[src/rtl/kpi_pkg.sv]
// Shared types and constants for the keyframe pose interpolator.
// No dependencies; imported by every module of the block.
`default_nettype none
package kpi_pkg;
	localparam int MAX_KEYS = 256;
	localparam int AW = $clog2(MAX_KEYS);
	localparam int CW = AW + 1;

	localparam logic REG_START_TIME = 1'b0;
	localparam logic REG_RECORD_INTERVAL = 1'b1;
	localparam logic OP_RECORD = 1'b0;
	localparam logic OP_QUERY = 1'b1;

	typedef struct packed {
		logic               op;
		logic signed [31:0] time_value;
		logic signed [31:0] pos_x_in;
		logic signed [31:0] pos_y_in;
		logic signed [31:0] pos_z_in;
		logic signed [15:0] pitch_in;
		logic signed [15:0] bank_in;
		logic signed [15:0] heading_in;
		logic signed [15:0] segment_in;
	} in_item_t;

	typedef struct packed {
		logic               done_res;
		logic signed [31:0] pos_x_out;
		logic signed [31:0] pos_y_out;
		logic signed [31:0] pos_z_out;
		logic signed [15:0] pitch_out;
		logic signed [15:0] bank_out;
		logic signed [15:0] heading_out;
		logic signed [15:0] segment_out;
	} out_item_t;

	typedef struct packed {
		logic signed [31:0] t;
		logic signed [31:0] x;
		logic signed [31:0] y;
		logic signed [31:0] z;
		logic signed [15:0] p;
		logic signed [15:0] b;
		logic signed [15:0] h;
		logic signed [15:0] seg;
	} key_t;

	// Handshake between the sequencer and the serial divider.
	typedef struct packed {
		logic start;
		logic busy;
	} div_ctl_t;
endpackage
`default_nettype wire

[src/rtl/kpi_mul.sv]
// Shared signed 32x32 multiplier with a registered floor(a*s >> 16) result.
// Depends on kpi_pkg.
`default_nettype none
module kpi_mul
	import kpi_pkg::*;
(
	input  wire logic               clk,
	input  wire logic signed [31:0] a,
	input  wire logic signed [31:0] s,
	output logic signed [31:0]      prod_q
);
	logic signed [63:0] p;
	assign p = a * s;
	always_ff @(posedge clk) begin
		prod_q <= p[47:16];
	end
endmodule
`default_nettype wire

[config.mk]
export PLATFORM = sky130hd
export DESIGN_NAME = kpi_mul
export DESIGN_NICKNAME = d
export VERILOG_FILES = /design/src/rtl/kpi_pkg.sv /design/src/rtl/kpi_mul.sv
export SDC_FILE = /design/constraint.sdc
export NUM_CORES = 2
export LEC_CHECK = 0
export BUFFER_PORTS_ARGS = -buffer_cell sky130_fd_sc_hd__buf_2
export CORE_MARGIN = 2
export CORE_UTILIZATION = 35
export CTS_BUF_LIST = sky130_fd_sc_hd__clkbuf_8
export CTS_CLUSTER_SIZE = 20
export DETAILED_ROUTE_END_ITERATION = 8
export GPL_TIMING_DRIVEN = 0
export PLACE_DENSITY = 0.5
export SYNTH_ARGS = -nofsm -noshare
export SYNTH_HDL_FRONTEND = slang
export SYNTH_SLANG_ARGS = --single-unit
[constraint.sdc]
create_clock -name clk -period 22.9 [get_ports clk]
set_clock_uncertainty 0.05 [all_clocks]
set_input_delay 4.58 -clock clk [delete_from_list [all_inputs] [get_ports clk]]
set_output_delay 4.58 -clock clk [all_outputs]
set_load 0.01 [all_outputs]
Word level (Yosys, flattened, before mapping):

Cells that the tools add are included.
W data, S select, Z words.

* memory bits (read-only): 0
* memory bits (writable): 0
* memories kept: 0
* latch bits: 0
* register bits after elaboration: 32
* input bits: 65

* div/mod/pow operators: 0
* muxes and demuxes: 0
* multipliers: 1
* shift operators: 0
* $add $sub $neg: 0
* $lt $le $gt $ge: 0
* bitwise operators: 0
* reductions and logical operators: 0
* eq/ne operators: 0

Operator list (number)
* $mul A32 B32 Y48: 1

Logic depth before layout (Yosys ltp):

* word-level depth: 1
* gate-level depth with buffers: 28
* mapped depth without buffers: 26

Worst setup path before layout:

Ideal clock, no wire load.

* kind: input to register
* start: in a[18]
* end: reg prod_q[29]
* setup time: 0.122 ns
* stages: 22
* buffers on the path: 2
* arrival time: 11.107 ns
* slack: 11.621 ns
* cell sequence: clkbuf_1 > clkbuf_1 > nand2_1 > fa_1 > fa_1 > fa_1 > fa_1 > inv_1 > fa_1 > fa_1 > fa_1 > fa_1 > ha_1 > a21o_1 > a21o_1 > a221oi_2 > o21ai_1 > a2111oi_4 > o21ai_2 > nand3_2 > nor3b_1 > a311o_1

* longest elaborated chain between the ends: 1

Ends and longest elaborated chain
* start, declared: RTL line kpi_mul.sv:8 `input wire logic signed [31:0] a,`
* $mul A32 B32 Y48: RTL line kpi_mul.sv:13 `assign p = a * s;`
* net p[45]: RTL line kpi_mul.sv:12 `logic signed [63:0] p;`
* end signal, assigned: RTL line kpi_mul.sv:15 `prod_q <= p[47:16];`
* end, declared: RTL line kpi_mul.sv:10 `output logic signed [31:0] prod_q`

The timed path passes the listed nets, and every way through them passes these cells.

Worst setup path in the final report:

Ends and elaborated chain as after synthesis.

==> impl_metrics.toml <==
[synthesis]
netlist.area_leader.share = 0.5746
synth_area_per_cell_um2 = 9.399
async_flop_share = 0
syn_area_um2 = 29190
ys.flop_type = "dfxtp_1"
synth-edff-count = 0
yosysTopAreaCell = "fa_1"
synth_seq_cells = 32
synthCells = 3106
yosysUniqueCellTypes = 48
ys_seq_area_frac = 0.02194
ys_warn_count = 0
synthTopCellsByArea = "fa_1 57%, inv_1 10%, and2_1 9.9%, ha_1 7.0%, nand2_1 5.6%"
synth_nets = 4172

[drt]
wl_per_cell_um = 24.14
viasPerCell = 4.879
drtPass1Iterations = 5
drt-initial-drc-count = 1269
vias = 20890
remaining_drc_errors = 0
wirelength_um = 103400
ant_nets = 0

[floorplanning]
die_h_um = 292.8
ios = 97
core-area_um2 = 82370
die-area_um2 = 85740
start_util = 0.3544
num_rows = 105
fp.dieW_um = 292.8

[global_route]
gr-usage-met1 = 0.3524
grt_pass1_vias = 23000
met2_usage = 0.4090
track_usage = 0.2535
grt_util_met3 = 0.04151
top_usage_layer = "met2"
grt_max_degree = 12
grt_pass1_wl_um = 156300
antenna_found_initial = 11
gr-total-overflow = 0

[critical_path]
crit_buf_inv = 4
worst_path_most_repeated_cell = "fa_1"
criticalPathCategory = "in -> reg"
slowest_delay_ns = 0.78
worst_setup_path_end_kind = "flip-flop"
arrival_ns = 12.95
cp_max_fo = 10
critPathTopFamily = "adder cells"
slowest_stage = "a211oi_4"
worstPathRequired_ns = 23.13
path_cells = "buf_2 -> clkbuf_1 -> clkbuf_1 -> nand2_1 -> fa_1 -> fa_1 -> fa_1 -> fa_1 -> inv_1 -> fa_1 -> fa_1 -> fa_1 -> fa_1 -> ha_1 -> nand2_1 -> nor2_1 -> a211oi_2 -> a211oi_4 -> a2111oi_4 -> o21ai_2 -> nand3_2 -> a311o_1"
startpoint_type = "primary input"

[flow_run]
cap_violations = 0

[min_path]
hold_path.class = "in -> reg"

[timing]
finalSetupViolations = 0
min_period_ns = 12.72
slew-limit-headroom = 0.2386
hold_violations = 0
fin_tns_setup_ns = 0
maxSlewViolCount = 0
worst_pin_slew_ns = 1.142
final.period_utilization = 0.5555
rsz0062_at_grt = "false"
max_freq_mhz = 78.60

[clock_tree]
cts.sinks = 32
cts_tree = "yes"
cts_buffers = 5
root_buffer = "clkbuf_8"
cts_setup_buffers = 0
h-tree-depth = 2
cts.reportedPaths.clkPinSlew_ns = 0.09
clock_tree.buffer_depth = 2
cts_hold_buf = 0
post_cts_resized = 0

[cells_and_area]
top_regs = "prod_q (32)"
drive_above_1_share = 0.03742
layout.nets = 4272
regMostFlops = "prod_q"
area_growth_pct = 6.596
largest_reg_flops = 32

[run_status]
outcome = "completed"

[placement]
io_buffers = 93
hpwl_um = 89940
place.gp.congestion = 1.025
## final timing paths
check,cells after the start,start,end
worst max-delay path,22,a[18],prod_q[29]
worst min-delay path,6,a[1],prod_q[2]
## metal layers
layer	share of wire	routed length, um	vias to the layer above
met3	0.067	6893	141
met1	0.44	45200	11160
met5	0.00061	63	-
met4	0.033	3362	10
met2	0.46	47840	659
li1	-	-	8917
## cell type report
cell class                      instances  area [um2]
Antenna cell                            4       10.01
Clock buffer                            5       68.82
Sequential cell                        32       640.6
Buffer                                168       639.4
Inverter                              786        2950
Clock inverter                          3       42.54
Fill cell                            8479       51250
Multi-Input combinational cell       2120       24960
Timing Repair Buffer                   93       465.4
Tap cell                             1070        1339
## tightest hold or removal path, stage by stage
cell	delay, ns
buf_2	0.13
nand4_1	0.10
o21ai_1	0.24
a211oi_2	0.18
o21ai_1	0.24
xor2_1	0.08
## kinds of logic after synthesis
family                     share of synthesized area
AOI/OAI and AO/OA                            0.02233
xor gates and xnor gates                     0.02130
adders and majority gates                     0.6445
buffers and inverters                         0.1230
DFF                                          0.02194
and+or+nand+nor                               0.1670
## Yosys cell counts, types with 2 or more instances
master    count
a21oi_1      22
o21bai_1      5
nor3_1        3
and2_1      463
nand2_1     438
ha_1        163
nor2_1       21
a21o_1       14
inv_1       786
o21ai_2       3
nand4_1       5
a221oi_1      2
nand3_1       2
o221ai_1      2
clkbuf_1    166
nand2b_1      9
fa_1        838
o21ai_0       9
nor2b_1      11
dfxtp_1      32
xnor2_1      54
and3_1        2
a211oi_2      3
a41oi_1       2
xor2_1       17
a21oi_2       4
o21a_1        2
o21ai_1       7
a41oi_2       2
## cells in the final DEF (no fill, tap or decap), types with 11 or more instances in the layout
| cell | instances |
|---|---|
| buf_2 | 94 |
| and2_1 | 463 |
| a21oi_1 | 22 |
| xor2_1 | 17 |
| dfxtp_1 | 32 |
| fa_1 | 838 |
| xnor2_1 | 54 |
| a21o_1 | 14 |
| inv_1 | 786 |
| ha_1 | 163 |
| nor2b_1 | 11 |
| nand2_1 | 438 |
| nor2_1 | 21 |
| clkbuf_1 | 166 |
## metrics by stage
stage / hold WS [ns] / cell area [um2] / worst slack (ns) / util / cells
floorplan: 4.834 / 29190 / 11.62 / - / 3106
detailed placement: 4.923 / 31000 / 9.715 / 0.3763 / 4269
CTS: 5.175 / 31110 / 10.14 / 0.3777 / 4277
global placement: 4.922 / 31000 / 9.744 / 0.3763 / 4269
finish: 5.171 / 31120 / 10.18 / 0.3778 / 4281
global route: 5.228 / 31110 / 9.859 / 0.3777 / 4277
Power is not shown: default switching activity piles up to over one toggle a cycle in this logic, so the estimate is an artifact.
