<file path="src/rtl/kpi_pkg.sv">
// Shared types and constants for the keyframe pose interpolator.
// No dependencies; imported by every module of the block.
`default_nettype none
package kpi_pkg;
	localparam int MAX_KEYS = 256;
	localparam int AW = $clog2(MAX_KEYS);
	localparam int CW = AW + 1;

	localparam logic REG_START_TIME = 1'b0;
	localparam logic REG_RECORD_INTERVAL = 1'b1;
	localparam logic OP_RECORD = 1'b0;
	localparam logic OP_QUERY = 1'b1;

	typedef struct packed {
		logic               op;
		logic signed [31:0] time_value;
		logic signed [31:0] pos_x_in;
		logic signed [31:0] pos_y_in;
		logic signed [31:0] pos_z_in;
		logic signed [15:0] pitch_in;
		logic signed [15:0] bank_in;
		logic signed [15:0] heading_in;
		logic signed [15:0] segment_in;
	} in_item_t;

	typedef struct packed {
		logic               done_res;
		logic signed [31:0] pos_x_out;
		logic signed [31:0] pos_y_out;
		logic signed [31:0] pos_z_out;
		logic signed [15:0] pitch_out;
		logic signed [15:0] bank_out;
		logic signed [15:0] heading_out;
		logic signed [15:0] segment_out;
	} out_item_t;

	typedef struct packed {
		logic signed [31:0] t;
		logic signed [31:0] x;
		logic signed [31:0] y;
		logic signed [31:0] z;
		logic signed [15:0] p;
		logic signed [15:0] b;
		logic signed [15:0] h;
		logic signed [15:0] seg;
	} key_t;

	// Handshake between the sequencer and the serial divider.
	typedef struct packed {
		logic start;
		logic busy;
	} div_ctl_t;
endpackage
`default_nettype wire

</file>
<file path="src/rtl/kpi_div.sv">
// Radix-2 restoring divider for the interpolation scale, one quotient bit a cycle.
// Depends on kpi_pkg; computes sat32((extra << 16) / gap), truncated toward zero.
`default_nettype none
module kpi_div
	import kpi_pkg::*;
(
	input  wire logic               clk,
	input  wire logic               arst_n,
	input  wire logic               start,
	input  wire logic signed [31:0] extra,
	input  wire logic signed [31:0] gap,
	output logic                    busy,
	output logic signed [31:0]      quot
);
	logic [47:0] num_q;
	logic [47:0] quo_q;
	logic [32:0] rem_q;
	logic [31:0] den_q;
	logic        neg_q;
	logic [5:0]  cnt_q;
	logic        busy_q;
	logic [47:0] abs_num;
	logic [33:0] trial;
	logic [32:0] shifted;

	assign abs_num = extra[31] ? (48'd0 - {extra, 16'd0}) : {extra, 16'd0};
	assign shifted = {rem_q[31:0], num_q[47]};
	assign trial = {1'b0, shifted} - {2'b00, den_q};

	always_ff @(posedge clk or negedge arst_n) begin
		if (!arst_n) begin
			busy_q <= 1'b0;
			cnt_q <= '0;
		end else if (start) begin
			busy_q <= 1'b1;
			cnt_q <= 6'd48;
		end else if (busy_q) begin
			cnt_q <= cnt_q - 6'd1;
			if (cnt_q == 6'd1) begin
				busy_q <= 1'b0;
			end
		end
	end

	always_ff @(posedge clk) begin
		if (start) begin
			num_q <= abs_num;
			den_q <= gap[31] ? (32'd0 - gap) : gap;
			neg_q <= extra[31] ^ gap[31];
			rem_q <= '0;
			quo_q <= '0;
		end else if (busy_q) begin
			num_q <= {num_q[46:0], 1'b0};
			if (!trial[33]) begin
				rem_q <= trial[32:0];
				quo_q <= {quo_q[46:0], 1'b1};
			end else begin
				rem_q <= shifted;
				quo_q <= {quo_q[46:0], 1'b0};
			end
		end
	end

	// Saturate the signed result to 32 bits.
	always_comb begin
		if (neg_q) begin
			if (quo_q > 48'h0000_8000_0000) begin
				quot = 32'sh8000_0000;
			end else begin
				quot = 32'(48'd0 - quo_q);
			end
		end else if (quo_q > 48'h0000_7FFF_FFFF) begin
			quot = 32'sh7FFF_FFFF;
		end else begin
			quot = quo_q[31:0];
		end
	end

	assign busy = busy_q;
endmodule
`default_nettype wire

</file>
<file path="config.mk">
export PLATFORM = sky130hd
export DESIGN_NAME = kpi_div
export DESIGN_NICKNAME = d
export VERILOG_FILES = /design/src/rtl/kpi_pkg.sv /design/src/rtl/kpi_div.sv
export SDC_FILE = /design/constraint.sdc
export NUM_CORES = 1
export LEC_CHECK = 0
export BUFFER_PORTS_ARGS = -buffer_cell sky130_fd_sc_hd__buf_2
export CAP_MARGIN = 20
export CORE_ASPECT_RATIO = 1.2
export CORE_MARGIN = 3
export CORE_UTILIZATION = 54
export DETAILED_ROUTE_END_ITERATION = 16
export PLACE_DENSITY = 0.81
export SLEW_MARGIN = 20
export SYNTH_ARGS = -nofsm -noshare
export SYNTH_HDL_FRONTEND = slang
export SYNTH_SLANG_ARGS = --single-unit
</file>
<file path="constraint.sdc">
create_clock -name clk -period 3.9 [get_ports clk]
set_clock_uncertainty 0.05 [all_clocks]
set_input_delay 0.39 -clock clk [delete_from_list [all_inputs] [get_ports clk]]
set_output_delay 0.39 -clock clk [all_outputs]
set_load 0.02 [all_outputs]
</file>
## Yosys cells after proc, flatten, opt, wreduce, memory -nomap -nowiden

Index checks and enable logic that the tools add are counted.
W data, S select, Z words.

| word-level totals | value |
|---|---|
| flip-flop bits (word level) | 168 |
| input bits | 67 |
| output and inout port bits | 33 |
| word-level logic and storage cells | 32 |

| operators by class | value |
|---|---|
| add/subtract/negate cells | 5 |
| $lt $le $gt $ge | 2 |
| equality and inequality tests | 1 |
| multiplexer cells | 14 |
| bitwise operators | 1 |
| reduce and logical (&&, ||, !) cells | 1 |

Operators with widths:

| kind | count |
|---|---|
| $mux W48 | 3 |
| $mux W32 | 4 |
| $sub A1 B32 Y32 const A | 2 |
| $gt A48 B31 Y1 const B | 1 |
| $gt A48 B32 Y1 const B | 1 |
| $sub A1 B48 Y48 const A | 1 |
| $sub A33 B32 Y34 | 1 |
| $mux W31 | 1 |
| $mux W6 | 2 |
| $eq A6 B1 Y1 const B | 1 |
| $sub A6 B1 Y6 const B | 1 |
| $mux W1 | 4 |
| $reduce_bool A2 Y1 | 1 |
| $xor A1 B1 Y1 | 1 |

## Longest topological paths before layout

Gate-level depths: netlist (run 1).

| depth | value |
|---|---|
| depth after elaboration | 4 |
| depth in mapped cells | 14 |
| gate-level depth less buffers | 13 |

## Worst setup path before layout (run 1)

Ideal clock, no wire load.

| timing | value |
|---|---|
| kind | register to output |
| from | reg quo_q[0] |
| to | out quot[13] |
| data arrival time | 3.572 ns |
| data required time | 3.460 ns |
| setup slack | -0.112 ns |
| stages on the path, launching flop included | 14 |
| buffers on the path | 3 |
| cell sequence | dfxtp_1 -> inv_1 -> ha_1 -> nor3b_1 -> nand4_1 -> or4_1 -> clkbuf_1 -> or4_4 -> o41ai_2 -> nand2b_1 -> or2_1 -> buf_6 -> buf_6 -> o311ai_1 |

| between the ends | value |
|---|---|
| cells in the longest elaborated chain, start to end | 3 |
| elaborated cells between the ends (all ways) | 6 |
| classes of those cells | add/sub: 1; order compare: 2; mux: 3 |

Ends and longest elaborated chain:

| item | line | RTL |
|---|---|---|
| from (decl) | kpi_div.sv:16 | `logic [47:0] quo_q;` |
| from (signal assigned) | kpi_div.sv:56 | `quo_q <= {quo_q[46:0], 1'b1};` |
| from (signal assigned) | kpi_div.sv:59 | `quo_q <= {quo_q[46:0], 1'b0};` |
| $gt A48 B31 Y1, or another cell as far along | kpi_div.sv:72 | `end else if (quo_q > 48'h0000_7FFF_FFFF) begin` |
| $mux W32 (on tied branches) | kpi_div.sv:72, kpi_div.sv:67 |  |
| $mux W32 (*) | kpi_div.sv:66 | `if (neg_q) begin` |
| to (decl) | kpi_div.sv:13 | `output logic signed [31:0] quot` |

Every way passes the cells marked *; elsewhere a longest branch is shown, timed or not.

## Worst setup path in the final report (run 1)

| timing | value |
|---|---|
| from | reg quo_q[0] |
| to | out quot[18] |

Same word-level chain as after synthesis.

==> flow_metrics.py, run 1 <==
metrics = {
    "timing": {
        "worst_case_setup_margin_in_the_final_layout_ns": -0.265,
        "layout_worst_path_cycle_share_pct": 107,
        "final.min_clock_period_ns": 4.16,
        "fmax_ghz": 0.240,
        "worst_slew_pin_slew_ns": 1.32,
        "hold_viol_final": 0,
        "final-max-slew-violation-count": 0,
        "maxSlewHeadroom_pct": 11.5,
        "final-setup-viol-count": 27,
        "unrepaired_setup_endpoints_after_global_routing": "true",
    },
    "drt": {
        "antenna_violating_nets_post_route": 0,
        "drt_iter0_markers": 577,
        "route.detailed.wl_per_inst_um": 17.1,
        "viasPerCell": 6.07,
        "drcViolationCount": 0,
        "wl_um": 24300,
        "drt_first_pass_iters": 5,
        "num_vias": 8650,
    },
    "clock_tree": {
        "cts.sink_count": 152,
        "clkLatencyLatePin_ns": 0.43,
        "max_buffers_root_to_sink": 2,
        "clk_pin_slew_ns": 0.07,
        "cts_buffers": 17,
        "cts_root_buf": "sky130_fd_sc_hd__clkbuf_16",
        "clock_tree.htree_level_count": 4,
        "tritoncts": "yes",
    },
    "synthesis": {
        "synth_ff_type": "sky130_fd_sc_hd__dfxtp_1",
        "synth.top_cell.area_share_pct": 20.2,
        "sequential_share_of_the_synthesized_area_pct": 38.6,
        "synthCells": 1094,
        "ys_ff_latch": 152,
        "post_synth_edffs": 65,
        "ys.warnings.count": 0,
        "yosys-top-cells-count": "sky130_fd_sc_hd__nor2_1, sky130_fd_sc_hd__a21oi_1, sky130_fd_sc_hd__dfxtp_1",
        "synth.largest_area_cell": "sky130_fd_sc_hd__edfxtp_1",
        "synth.avg_cell_area_sq_um": 8.83,
        "synth_top_cells_by_area": "sky130_fd_sc_hd__edfxtp_1, sky130_fd_sc_hd__dfxtp_1, sky130_fd_sc_hd__mux2i_1",
        "synth.net_count": 1199,
        "summed_instance_area_of_the_synthesized_netlist_sq_um": 9660,
        "async_flop_share_pct": 4.61,
        "synthMostInstantiatedCell": "sky130_fd_sc_hd__nor2_1",
        "yosysUniqueCellTypes": 67,
    },
    "worst_setup_path": {
        "kind_of_cell_adding_the_most_delay_to_the_critical_path": "simple AND/OR/NAND/NOR gates",
        "r2r-start": "num_q[47]",
        "worst_ep_arrival_time_ns": 3.72,
        "critical_path.max_fanout": 3,
        "worstPathCellList": "inv_2 -> ha_1 -> nor3b_4 -> nand4_1 -> buf_4 -> or3_1 -> or3_1 -> nor3_1 -> nor2b_1 -> o21ai_0 -> o311ai_4 -> buf_6",
        "critPathKind": "register to output pin",
        "critPathRequiredTime_ns": 3.46,
        "worst_path_largest_cell_delay_ns": 0.59,
        "critical-path-slowest-cell": "sky130_fd_sc_hd__nor3_1",
        "cpMostUsedCell": "sky130_fd_sc_hd__or3_1",
        "timing.critical_path.buf_inv": 3,
        "critPathLaunch": "quo_q[0]",
        "cp-start-kind": "register",
        "cp-end-kind": "output pin",
    },
    "global_route": {
        "antenna_violations_before_repair": 1,
        "grtUsageTotal_pct": 23.6,
        "grt_first_pass_wirelength_um": 38600,
        "globalRoute.totalOverflow": 0,
        "grt_start_max_net_pins": 78,
        "via_count_of_the_first_global_routing_pass": 8325,
    },
    "hold_path": {
        "hold_path.class": "primary input to register",
        "hold_start": "gap[0]",
    },
    "cells_and_area": {
        "area.growth.synth_to_final_pct": 21.5,
        "finalNonFillerCells": 1425,
        "fillerInstances": 1259,
        "finalNetCount": 1300,
        "drive_above_1_share_pct": 19.6,
        "stdcell_area_sq_um": 11700,
        "area_occupied_by_multi_input_gates_sq_um": 5910,
        "final-seq-area_sq_um": 3740,
    },
    "status": {
        "violated_checks": "negative setup slack",
        "outcome": "complete, but fails checks",
    },
    "power": {
        "cellLeakagePower_nw": 5.36,
        "power-per-cell-area_nw_per_um2": 340,
        "power.ir.vdd_worst_mv": 0.294,
    },
    "floorplanning": {
        "floorplan.initialDensity_pct": 56.1,
        "floorplan.io_pins": 100,
        "die_height_um": 153,
        "placeableCoreArea_sq_um": 17200,
        "fp.dieW_um": 128,
        "floorplan.rows": 52,
        "design.die.area_sq_um": 19500,
    },
    "placed_design": {
        "io_buffer_count": 99,
        "post-dp-hpwl_um": 15400,
        "dp.cells": 1382,
        "detailedPlace.worstSlack_ns": -0.0294,
        "gpl.final_weighted_congestion": 0.870,
        "placed_area_sq_um": 10500,
    },
    "run": {
        "drv_cap": 0,
    },
}
==> path summary, 6_finish.rpt <==
path	to	slack [ns]	cells after the start
worst max-delay path	quot[18]	-0.26	12
worst min-delay path	den_q[0]	0.15	1
worst max register to register	rem_q[30]	0.28	13
worst min register to register	rem_q[16]	0.46	2
max in group asynchronous	busy	3.34	2
min in group asynchronous	cnt_q[1]	0.28	2
==> report_power, final <==
group          internal (W)  leakage [nW]  switching, W
registers           0.00177          1.38     0.0000363
clock network       0.00100         0.297      0.000659
logic              0.000221          3.68      0.000312
total               0.00299          5.36       0.00101
==> timing repair <==
action                                 CTS  global route
cloned                                   1             2
endpoints found under the hold margin    7             0
buffers inserted                         4             3
pin swaps                                9            16
setup endpoints to repair               29            29
resized for setup                       73            46
hold buffers                             1             0
==> final cells by class <==
class | instances | area share, %
clock inverter | 11 | 1.01
clock buffer | 21 | 4.05
tap | 216 | 2.30
sequential | 152 | 31.8
multi-input combinational | 834 | 50.4
inverter | 51 | 1.63
timing repair buffer | 139 | 8.80
antenna | 1 | 0.0213
==> cells by family after synthesis <==
kind of cell             synth area share, %
multiplexers                            6.68
adder cells (fa/ha/maj)                 5.00
flip-flops                              38.6
AND/OR/NAND/NOR                         18.0
XOR/XNOR                                8.16
buffers and inverters                   4.52
AO/OA/AOI/OAI                           19.0
==> metal layers <==
metal	share of wire, %	global-route usage [%]
met2	50	41.2
met4	3.8	9.00
met1	40	28.4
met5	0	0
met3	5.7	4.87
==> through the flow <==
step	utilization (%)	TNS, ns	hold slack [ns]	total power [W]
after global placement	60.6	0	0.181	0.00231
final	68.1	-3.14	0.153	0.00400
after floorplan	-	-1.21	0.0444	0.00218
after detailed placement	60.6	-0.0294	0.181	0.00232
after CTS	66.2	-2.30	0.135	0.00400
after global routing	68.1	-5.30	0.145	0.00416
==> flip-flops by register name (all words and copies together), names as in the netlist <==
register,count
quo_q,48
den_q,32
num_q,32
rem_q,32
cnt_q,6
busy,1
neg_q,1
==> worst register-to-register path, stage by stage, from the launching register on <==
cell,delay [ns]
sky130_fd_sc_hd__edfxtp_1,0.40
sky130_fd_sc_hd__inv_1,0.08
sky130_fd_sc_hd__ha_1,0.19
sky130_fd_sc_hd__inv_1,0.07
sky130_fd_sc_hd__fa_1,0.43
sky130_fd_sc_hd__a21o_1,0.21
sky130_fd_sc_hd__a21oi_1,0.24
sky130_fd_sc_hd__a2bb2oi_1,0.31
sky130_fd_sc_hd__a21oi_1,0.19
sky130_fd_sc_hd__o2111ai_1,0.21
sky130_fd_sc_hd__nand2_1,0.13
sky130_fd_sc_hd__a41oi_1,0.31
sky130_fd_sc_hd__mux2_2,0.38
sky130_fd_sc_hd__a311oi_1,0.31
==> cells in the final DEF (no fill, tap or decap), types with 49 or more instances in the layout <==
master,count
sky130_fd_sc_hd__nand2_1,71
sky130_fd_sc_hd__dfxtp_1,77
sky130_fd_sc_hd__a21oi_1,84
sky130_fd_sc_hd__xnor2_1,49
sky130_fd_sc_hd__buf_2,71
sky130_fd_sc_hd__edfxtp_1,65
sky130_fd_sc_hd__o21ai_0,64
sky130_fd_sc_hd__inv_1,50
sky130_fd_sc_hd__nor2_1,150
sky130_fd_sc_hd__mux2i_1,60
No activity file was read; power rests on OpenSTA's default activity.
==> inputs of run 2 (changes only) <==
==> constraint.sdc (replaced) <==
create_clock -name clk -period 3.9 [get_ports clk]
set_clock_uncertainty 0.05 [all_clocks]
set_input_delay 0.78 -clock clk [delete_from_list [all_inputs] [get_ports clk]]
set_output_delay 0.78 -clock clk [all_outputs]
set_load 0.02 [all_outputs]
==> flow_metrics.py, run 2 (synthesis gave the netlist of run 1 again) <==
metrics = {
    "status": {
        "outcome": "complete, but fails checks",
        "violated_checks": "negative setup slack",
    },
    "drt": {
        "drcViolationCount": 0,
        "num_vias": 8584,
        "wl_um": 22800,
        "drt_first_pass_iters": 5,
        "viasPerCell": 5.88,
        "drt_iter0_markers": 410,
        "route.detailed.wl_per_inst_um": 15.6,
        "antenna_violating_nets_post_route": 0,
    },
    "worst_setup_path": {
        "critical_path.max_fanout": 10,
        "regToRegEndpoint": "rem_q[30]",
        "cp-start-kind": "register",
        "worst_ep_arrival_time_ns": 3.56,
        "critical_path_endpoint": "quot[27]",
        "r2r-start": "num_q[47]",
        "cp-end-kind": "output pin",
        "critPathLaunch": "quo_q[12]",
        "critPathRequiredTime_ns": 3.07,
        "critPathKind": "register to output pin",
        "regToRegSetupSlack_ns": 0.48,
        "ff2ff_path_depth": 13,
    },
    "cells_and_area": {
        "finalNetCount": 1337,
        "fillerInstances": 1292,
        "final-seq-area_sq_um": 3730,
        "area.growth.synth_to_final_pct": 24.0,
        "largest-register": "quo_q",
        "mostFrequentLayoutCell": "sky130_fd_sc_hd__nor2_1",
        "antennaDiodeCount": 0,
        "area_occupied_by_multi_input_gates_sq_um": 5910,
        "largest_register_ffs": 48,
        "layout_common_cells": "sky130_fd_sc_hd__nor2_1, sky130_fd_sc_hd__a21oi_1, sky130_fd_sc_hd__buf_4",
        "drive_above_1_share_pct": 22.0,
    },
    "timing": {
        "worst_slew_pin_slew_ns": 0.876,
        "unrepaired_setup_endpoints_after_global_routing": "true",
        "final.min_clock_period_ns": 4.39,
        "worst_case_setup_margin_in_the_final_layout_ns": -0.487,
        "final-setup-viol-count": 30,
        "fmax_ghz": 0.228,
        "final.hold.worst_slack_ns": 0.133,
        "final-max-slew-violation-count": 0,
        "hold_viol_final": 0,
        "maxSlewHeadroom_pct": 40.1,
        "layout_worst_path_cycle_share_pct": 112,
    },
    "global_route": {
        "grt_busiest_layer": "met2",
        "grt.met1_usage_pct": 30.0,
        "grt_start_max_net_pins": 77,
        "groute.layer.met2.usage_pct": 39.7,
        "globalRoute.totalOverflow": 0,
        "grt_first_pass_wirelength_um": 38400,
        "grtUsageTotal_pct": 23.3,
        "groute.layer.met3.usage_pct": 3.44,
        "antenna_violations_before_repair": 0,
        "via_count_of_the_first_global_routing_pass": 8234,
    },
    "floorplanning": {
        "floorplan.rows": 52,
        "floorplan.initialDensity_pct": 56.1,
        "fp.dieW_um": 128,
        "design.die.area_sq_um": 19500,
        "floorplan.io_pins": 100,
        "die_height_um": 153,
        "placeableCoreArea_sq_um": 17200,
    },
    "clock_tree": {
        "cts_buffers": 17,
        "clkLatencyLatePin_ns": 0.42,
        "tritoncts": "yes",
        "cts_root_buf": "sky130_fd_sc_hd__clkbuf_16",
        "max_buffers_root_to_sink": 2,
        "cts.sink_count": 152,
        "clock_tree.htree_level_count": 4,
        "clk_pin_slew_ns": 0.06,
    },
    "hold_path": {
        "hold_path.class": "primary input to async pin",
    },
    "run": {
        "drv_cap": 0,
    },
    "placed_design": {
        "gpl.final_weighted_congestion": 0.874,
        "post-dp-hpwl_um": 15600,
        "io_buffer_count": 99,
        "detailedPlace.worstSlack_ns": -0.197,
    },
    "power": {
        "power-per-cell-area_nw_per_um2": 331,
        "power.ir.vdd_worst_mv": 0.267,
        "cellLeakagePower_nw": 5.51,
    },
}
-- run 2: changes by cell type in the layout (fill, tap and decap cells not counted), moves of 3 or more --
cell / change
sky130_fd_sc_hd__buf_4: +44
sky130_fd_sc_hd__buf_6: -4
sky130_fd_sc_hd__inv_6: +3
sky130_fd_sc_hd__o311ai_2: -3
sky130_fd_sc_hd__o311ai_4: +3
-- run 2: through the flow --
step	instance area (sq um)	cells	power [W]	TNS, ns	utilization [%]
2_1_floorplan	9940	1094	0.00219	-1.01	-
3_3_place_gp	11000	1426	0.00233	-1.48	64.1
3_5_place_dp	11000	1426	0.00235	-3.35	64.1
4_1_cts	11900	1461	0.00399	-11.50	69.0
5_1_grt	12000	1461	0.00414	-15.32	69.5
6_report	12000	1461	0.00397	-11.65	69.5
-- run 2: final cells by class --
| type | instances | area share, % |
|---|---|---|
| clock buffer | 22 | 4.36 |
| inverter | 51 | 1.60 |
| tap | 216 | 2.26 |
| sequential | 152 | 31.2 |
| multi-input combinational | 834 | 49.3 |
| timing repair buffer | 176 | 10.7 |
| clock inverter | 10 | 0.637 |
-- run 2: where the power goes --
part	switching, W	internal (W)
logic	0.000309	0.000222
clock network	0.000669	0.000960
registers	0.0000395	0.00177
total	0.00102	0.00295
-- run 2: how the worst min path moves through the flow --
stage / startpoint / endpoint / slack [ns]
2_1_floorplan: quo_q[47] / quo_q[47] / 0.41
3_3_place_gp: quo_q[47] / quo_q[47] / 0.42
3_5_place_dp: quo_q[47] / quo_q[47] / 0.44
4_1_cts: arst_n / busy / 0.12
5_1_grt: arst_n / cnt_q[4] / 0.12
6_report: arst_n / busy / 0.13
-- run 2: worst max-delay path, stage by stage (launching register included) --
cell and delay, ns:
sky130_fd_sc_hd__dfxtp_1 0.31, sky130_fd_sc_hd__or3_4 0.39, sky130_fd_sc_hd__nand2b_4 0.16, sky130_fd_sc_hd__or4_4 0.53, sky130_fd_sc_hd__or4_4 0.46, sky130_fd_sc_hd__o41ai_2 0.22
sky130_fd_sc_hd__nand2b_1 0.15, sky130_fd_sc_hd__or2_4 0.29, sky130_fd_sc_hd__buf_12 0.16, sky130_fd_sc_hd__nor3b_2 0.18, sky130_fd_sc_hd__a211o_1 0.15, sky130_fd_sc_hd__buf_4 0.15
-- run 2: repair_timing --
item	CTS	global route
setup buffers	3	0
gates resized for setup	66	17
hold buffers	0	0
pin swaps	6	9
setup endpoints to repair	30	30
-- run 2: metal layers --
| layer | wire length, um | vias up |
|---|---|---|
| li1 | - | 4278 |
| met1 | 10000 | 4029 |
| met2 | 11500 | 234 |
| met3 | 797 | 43 |
| met4 | 453 | 0 |
| met5 | 0 | - |
